===== src/hw/rtl/cms_pkg.sv =====
package cms_pkg;

    typedef enum logic [1:0] {
        OP_UPDATE = 2'd0,
        OP_LOAD   = 2'd1,
        OP_READ   = 2'd2,
        OP_CLEAR  = 2'd3
    } t_op;

    typedef struct packed {
        logic [1:0]  op;
        logic [63:0] key;
        logic [1:0]  row_index;
        logic [9:0]  column_index;
        logic [5:0]  key_bit_index;
        logic [63:0] seed_word;
    } t_in_item;

    typedef struct packed {
        logic [31:0] count_value;
        logic [1:0]  done_op;
    } t_out_item;

    localparam logic [0:0] CFG_COLUMNS = 1'd0;
    localparam logic [0:0] CFG_ROWS    = 1'd1;

    typedef enum logic [3:0] {
        S_IDLE,
        S_CLR,
        S_HASH,
        S_MOD,
        S_RD,
        S_WR,
        S_READ1,
        S_READ2,
        S_DONE
    } t_state;

    // controller to datapath
    typedef struct packed {
        logic latch;      // capture input item
        logic clr_start;  // reset sweep address
        logic clr_step;   // clear one counter entry, advance
        logic hash_start; // start hash of current row
        logic hash_step;  // fold one group of key bits
        logic mod_start;
        logic mod_step;
        logic rd;         // issue counter read
        logic wr;         // write incremented counter
        logic row_next;
        logic seed_wr;
        logic emit;
    } t_cmd;

    // datapath to controller
    typedef struct packed {
        logic clr_last;
        logic hash_last;
        logic mod_last;
        logic row_last;
        logic rows_zero;
    } t_stat;

endpackage


===== src/hw/rtl/cms_ctrl.sv =====
module cms_ctrl import cms_pkg::*; (
    input  logic  i_clk,
    input  logic  i_rst_n,
    input  logic  i_start,
    input  t_op   i_op,
    input  t_stat i_stat,
    output logic  o_busy,
    output t_cmd  o_cmd
);
    t_state r_state, n_state;
    t_op    r_op;
    logic   r_clr_item;

    always_ff @(posedge i_clk) begin
        if (!i_rst_n) begin
            r_state <= S_CLR;
            r_op    <= OP_CLEAR;
        end else begin
            r_state <= n_state;
            if (i_start && r_state == S_IDLE) begin
                r_op <= i_op;
            end
        end
    end

    // the power-up sweep emits nothing; a clear item does
    always_ff @(posedge i_clk) begin
        if (!i_rst_n) begin
            r_clr_item <= 1'b0;
        end else if (r_state == S_IDLE && i_start) begin
            r_clr_item <= (i_op == OP_CLEAR);
        end
    end

    // next state
    always_comb begin
        n_state = r_state;
        unique case (r_state)
            S_IDLE: begin
                if (i_start) begin
                    unique case (i_op)
                        OP_UPDATE: n_state = i_stat.rows_zero ? S_DONE : S_HASH;
                        OP_LOAD:   n_state = S_DONE;
                        OP_READ:   n_state = S_READ1;
                        OP_CLEAR:  n_state = S_CLR;
                        default:   n_state = S_DONE;
                    endcase
                end
            end
            S_CLR:   if (i_stat.clr_last) n_state = (r_op == OP_CLEAR && r_clr_item) ?
                                                     S_DONE : S_IDLE;
            S_HASH:  if (i_stat.hash_last) n_state = S_MOD;
            S_MOD:   if (i_stat.mod_last) n_state = S_RD;
            S_RD:    n_state = S_WR;
            S_WR:    n_state = i_stat.row_last ? S_DONE : S_HASH;
            S_READ1: n_state = S_READ2;
            S_READ2: n_state = S_DONE;
            S_DONE:  n_state = S_IDLE;
            default: n_state = S_IDLE;
        endcase
    end

    // outputs
    always_comb begin
        o_cmd  = '0;
        o_busy = (r_state != S_IDLE);
        unique case (r_state)
            S_IDLE: begin
                o_cmd.latch = i_start;
                if (i_start) begin
                    o_cmd.clr_start  = (i_op == OP_CLEAR);
                    o_cmd.hash_start = (i_op == OP_UPDATE);
                    o_cmd.seed_wr    = (i_op == OP_LOAD);
                end
            end
            S_CLR:   o_cmd.clr_step = 1'b1;
            S_HASH: begin
                o_cmd.hash_step = 1'b1;
                o_cmd.mod_start = i_stat.hash_last;
            end
            S_MOD:   o_cmd.mod_step = 1'b1;
            S_RD:    o_cmd.rd = 1'b1;
            S_WR: begin
                o_cmd.wr         = 1'b1;
                o_cmd.row_next   = 1'b1;
                o_cmd.hash_start = !i_stat.row_last;
            end
            S_READ1: o_cmd.rd = 1'b1;
            // keep the read address so the data holds into the done cycle
            S_READ2: o_cmd.rd = 1'b1;
            S_DONE:  o_cmd.emit = 1'b1;
            default: ;
        endcase
    end
endmodule


===== config.mk =====
export PLATFORM = sky130hd
export DESIGN_NAME = cms_ctrl
export DESIGN_NICKNAME = d
export VERILOG_FILES = /design/src/hw/rtl/cms_pkg.sv /design/src/hw/rtl/cms_ctrl.sv
export SDC_FILE = /design/constraint.sdc
export NUM_CORES = 1
export LEC_CHECK = 0
export BUFFER_PORTS_ARGS = -buffer_cell sky130_fd_sc_hd__buf_2
export CAP_MARGIN = 40
export CORE_AREA = 5 5 42 44
export DETAILED_ROUTE_END_ITERATION = 7
export DIE_AREA = 0 0 47 49
export PLACE_DENSITY = 0.74
export SLEW_MARGIN = 25
export SYNTH_ARGS = -nofsm -noshare
export SYNTH_HDL_FRONTEND = slang
export SYNTH_SLANG_ARGS = --single-unit

===== constraint.sdc =====
create_clock -name i_clk -period 4.43 [get_ports i_clk]
set_clock_uncertainty 0.2 [all_clocks]
set_input_delay 0.6645 -clock i_clk [delete_from_list [all_inputs] [get_ports i_clk]]
set_output_delay 0.6645 -clock i_clk [all_outputs]
set_load 0.01 [all_outputs]

=== Yosys cells after proc, flatten, opt, wreduce, memory -nomap -nowiden ===
Cells that the tools add are included.

* Flip-flop bits (word level): 7
* Input port bits: 10
* Logic and storage cells: 48
* Output and inout bits: 13

* Equal/unequal tests: 16
* Reductions and logical operators: 8
* Multiplexer cells: 21

{| class="wikitable"
|+ Operators by type and width
! cell !! number
|-
| 4-bit case mux with 8 select lines || 1
|-
| 4-bit 2-to-1 mux || 7
|-
| 4-bit by 3-bit == test with 1-bit output (second input constant) || 4
|-
| 4-bit case mux with 4 select lines || 1
|-
| 4-bit by 2-bit == test with 1-bit output (second input constant) || 2
|-
| 1-bit 2-to-1 mux || 8
|-
| 2-bit != test (second input constant) || 4
|-
| 2-bit == test (second input constant) || 3
|-
| 2-bit 2-to-1 mux || 3
|-
| 4-bit by 1-bit == test with 1-bit output (second input constant) || 1
|-
| 4-bit == test (second input constant) || 1
|-
| 4-bit logical NOT || 1
|-
| 4-bit AND reduction || 1
|-
| 4-bit nonzero test || 1
|-
| 3-bit OR reduction || 1
|-
| 2-bit by 1-bit == test with 1-bit output (second input constant) || 1
|-
| 1-bit logical AND || 2
|-
| 2-bit logical NOT || 1
|-
| 1-bit case mux with 2 select lines || 1
|-
| 1-bit logical NOT || 1
|}

=== Depth between registers and ports, before layout ===
* Depth in word-level cells: 5
* Depth in mapped cells: 6
* Depth with buffers taken out: 5

=== Worst setup path after synthesis ===
OpenSTA, ideal clock, no wires.

* Path kind: flip-flop to output port
* Start point: register r_state[2]
* End point: output port o_cmd[8] (netlist bit)
* Required time: 3.566 ns
* Arrival time: 1.252 ns
* Cell stages (with the launch flop): 5
* Setup slack: 2.314 ns
* Path buffers: 1
* Cell sequence: dfxtp_1 > buf_6 > or4_4 > nor2_2 > a31o_2

{| class="wikitable"
|+ RTL lines
! item !! RTL line !! RTL
|-
| start, declared || cms_ctrl.sv:10 || <nowiki>t_state r_state, n_state;</nowiki>
|-
| start signal, assigned || cms_ctrl.sv:19 || <nowiki>r_state <= n_state;</nowiki>
|-
| end, declared || cms_ctrl.sv:8 || <nowiki>output t_cmd o_cmd</nowiki>
|}

==> results.md <==
- CP delay by family, top: simple AND/OR/NAND/NOR gates
- Tcrit/Tclk final: 55.9%
- Register area share after synthesis: 28.0%
- Setup slack, reg-to-reg: 2.71 ns
- GPL Wtd Cong: 0.824
- Post-Syn Area per Cell: 7.25 um2
- Post-Route Setup TNS: 0 ns
- All-Layer GR Usage: 12.7%
- CTS max path bufs: 2
- Postcts setup bufs: 0
- Synth Area in Simple Gates: 30.5%
- Final #Nets: 102
- RSZ-0062 raised after global routing: false
- Drt wl/cell: 12.5 um
- Mux cell area share after synthesis: 8.00%
- Antenna violations before repair: 0
- Reg power frac: 39.9%
- Synth warnings: 0
- Status: completed
- CP cell instances: nor2_1 -> nand3_1 -> inv_1 -> nand3_1 -> inv_1 -> buf_2
- Highest clock rate: 404 MHz
- Std cell rows: 14
- Clock share of power: 28.2%
- CP arrival: 1.61 ns
- Top cell type's share of synthesized area: 28.0%
- Worst min path class: flop to flop
- 1st-iter DRT viols: 21
- Total Power: 0.000203 W
- DRC Markers: 0
- Num CTS Buffers: 3
- Largest net degree at the start of global routing: 14
- Worst-Margin Slew: 0.431 ns
- Bufs and invs on worst path: 3
- CTS tree: built
- Nature of the critical path startpoint: flop
- Clock transition at path regs: 0.05 ns
- Lkg Pwr: 0.323 nW
- Drt first pass iters: 4
- Largest cells by area after synthesis: dfxtp_1 (28%), mux2i_1 (8.0%), inv_1 (5.3%)
- Worst EP required: 3.57 ns
- Post-cts resize count: 0
- H-tree depth: 1
- Xor/xnor share of the synthesized area: 0%
- Total grt overflow: 0
- Crit-path slowest cell: dfxtp_1
- Top Ports: 23
- Post-CTS Hold Buffers: 0
- Clk Latency, worst-skew pair: 0.25 ns
- Internal power: 0.000133 W
- Comb pwr share: 31.9%
- Synthesized netlist net count: 79
- Synth Area in Compound Gates: 22.5%
- First-pass GRT wire length: 2.13 mm
- Adder and majority cell fraction of the synthesized area: 0%
- Number of buffers added on ports: 22
- Power density over the cells: 323 mW/mm2
- Post-route ant nets: 0
- Slew headroom: 71.2%
- Chip width: 47 um
- Hold Vio Cnt, Final: 0
- Crit path kind: flop to output pin
- Crit path time final: 2.48 ns
- Vias/cell: 5.28
- Cells after DPL: 103
- Layout cell share with drive strength beyond 1: 30.8%
- Total number of vias: 565
- Largest family of logic cells by synthesized area: simple AND/OR/NAND/NOR gates
- Switching power: 0.0000703 W
- Core Box Area: 0.00140 mm2
- Crit end category: output pin
- Die area: 0.00230 mm2
- Pins Over Slew Limit: 0
- Core Util, Final: 44.8%
- Initial core utilization: 35.7%
- Worst stage delay on the critical path: 0.38 ns
- Final setup fails: 0
- Cell variety after synth: 29
- Clock Tree Root: clkbuf_4
- WL final: 1.34 mm
- MaxCap Viol Count: 0
- Critical path peak fanout: 10
- Synthesis-stage register bit count: 7
- Switching Fraction: 34.6%
- Synthesis-to-layout area growth: 25.5%
- Cell Count, Final, Fillers Out: 107
- TritonCTS Sinks: 7
- Post-synth design cell area: 500 um2
- Ant diodes: 0
- Leading area contributor after synthesis: dfxtp_1
- Vias in the first global route: 506
- Chip height: 49 um
- Peak VDD IR: 0.000123 V
- DP HPWL: 1.10 mm
- Syn Inst Count: 69
-- final timing paths --
check | start | to | cells after the start
setup / recovery | r_state[2]$_SDFFE_PN0P_ | o_cmd[10] | 6
hold / removal | r_clr_item$_SDFFE_PN0P_ | r_clr_item$_SDFFE_PN0P_ | 2
setup reg to reg | r_state[1]$_SDFFE_PN0P_ | r_state[2]$_SDFFE_PN0P_ | 4
hold reg to reg | r_clr_item$_SDFFE_PN0P_ | r_clr_item$_SDFFE_PN0P_ | 2
-- sequential cells by signal, indices dropped and copies added (netlist names) --
register and flops:
r_clr_item 1, r_state 4, r_op 2
-- placed cells by master, fill, tap and decap left out, types with 2 or more instances in the layout --
cell	Yosys	routed
nand2_1	6	6
clkbuf_4	0	3
inv_1	7	7
and2_1	2	2
dfxtp_1	7	7
a21oi_1	3	3
a31oi_1	2	2
mux2i_1	4	4
nor3_1	4	4
buf_2	2	22
o211ai_1	2	2
nand3_1	3	3
nor2_1	7	7
and3_1	2	2
o21ai_0	3	3
-- metal layers --
layer,track usage (%),share of wire [%],vias to the layer above
met3,4.06,6.3,5
li1,-,-,290
met2,17.4,45,18
met1,16.3,46,252
met4,8.29,2.9,0
met5,0,0,-
-- worst reg2reg max path, cell delays in order (launching register included) --
cell	delay (ns)
dfxtp_1	0.58
mux2i_1	0.34
mux2i_1	0.12
o21ai_0	0.28
a21oi_1	0.08
-- synthesized netlist by cell type (all sizes together) --
cell type	instances
a31oi	2
and3	2
and2	2
o31ai	1
nand4	1
nor3	4
o211ai	2
inv	7
or2b	1
mux2i	4
buf	4
dfxtp	7
nand3	3
nor2b	1
a211oi	1
nor2	8
o311ai	1
a211o	1
nand2b	1
or4	1
a21oi	3
o21ai	4
nand2	6
a31o	1
o41ai	1
-- per-stage QoR --
step	worst slack [ns]	instance area [um2]	hold WS, ns
after global placement	2.18	602	0.246
final	1.95	628	0.272
after global routing	1.75	628	0.316
after detailed placement	2.18	602	0.266
after floorplan	2.31	500	0.235
after CTS	1.96	628	0.279
-- kinds of logic (layout without fill, tap and decap cells) --
family / Yosys count / count (layout)
flops: 7 / 7
buf+inv: 11 / 33
mux: 4 / 4
simple gates: 30 / 30
compound gates: 17 / 17
-- area by class of cell --
cell class / instances / area (um2)
Fill cell: 159 / 773
Sequential cell: 7 / 140
Tap cell: 16 / 20.0
Inverter: 7 / 26.3
Clock buffer: 4 / 26.3
Multi-Input combinational cell: 51 / 305
Timing Repair Buffer: 22 / 110
-- power by group through the flow --
stage | Sequential (W) | Combinational [W] | Clock, W
6_report | 0.0000811 | 0.0000647 | 0.0000573
5_1_grt | 0.0000824 | 0.0000719 | 0.0000628
4_1_cts | 0.0000810 | 0.0000653 | 0.0000596
3_5_place_dp | 0.0000822 | 0.0000650 | 0
3_3_place_gp | 0.0000818 | 0.0000644 | 0
2_1_floorplan | 0.0000739 | 0.0000524 | 0
Power figures use the tool's default switching activity.
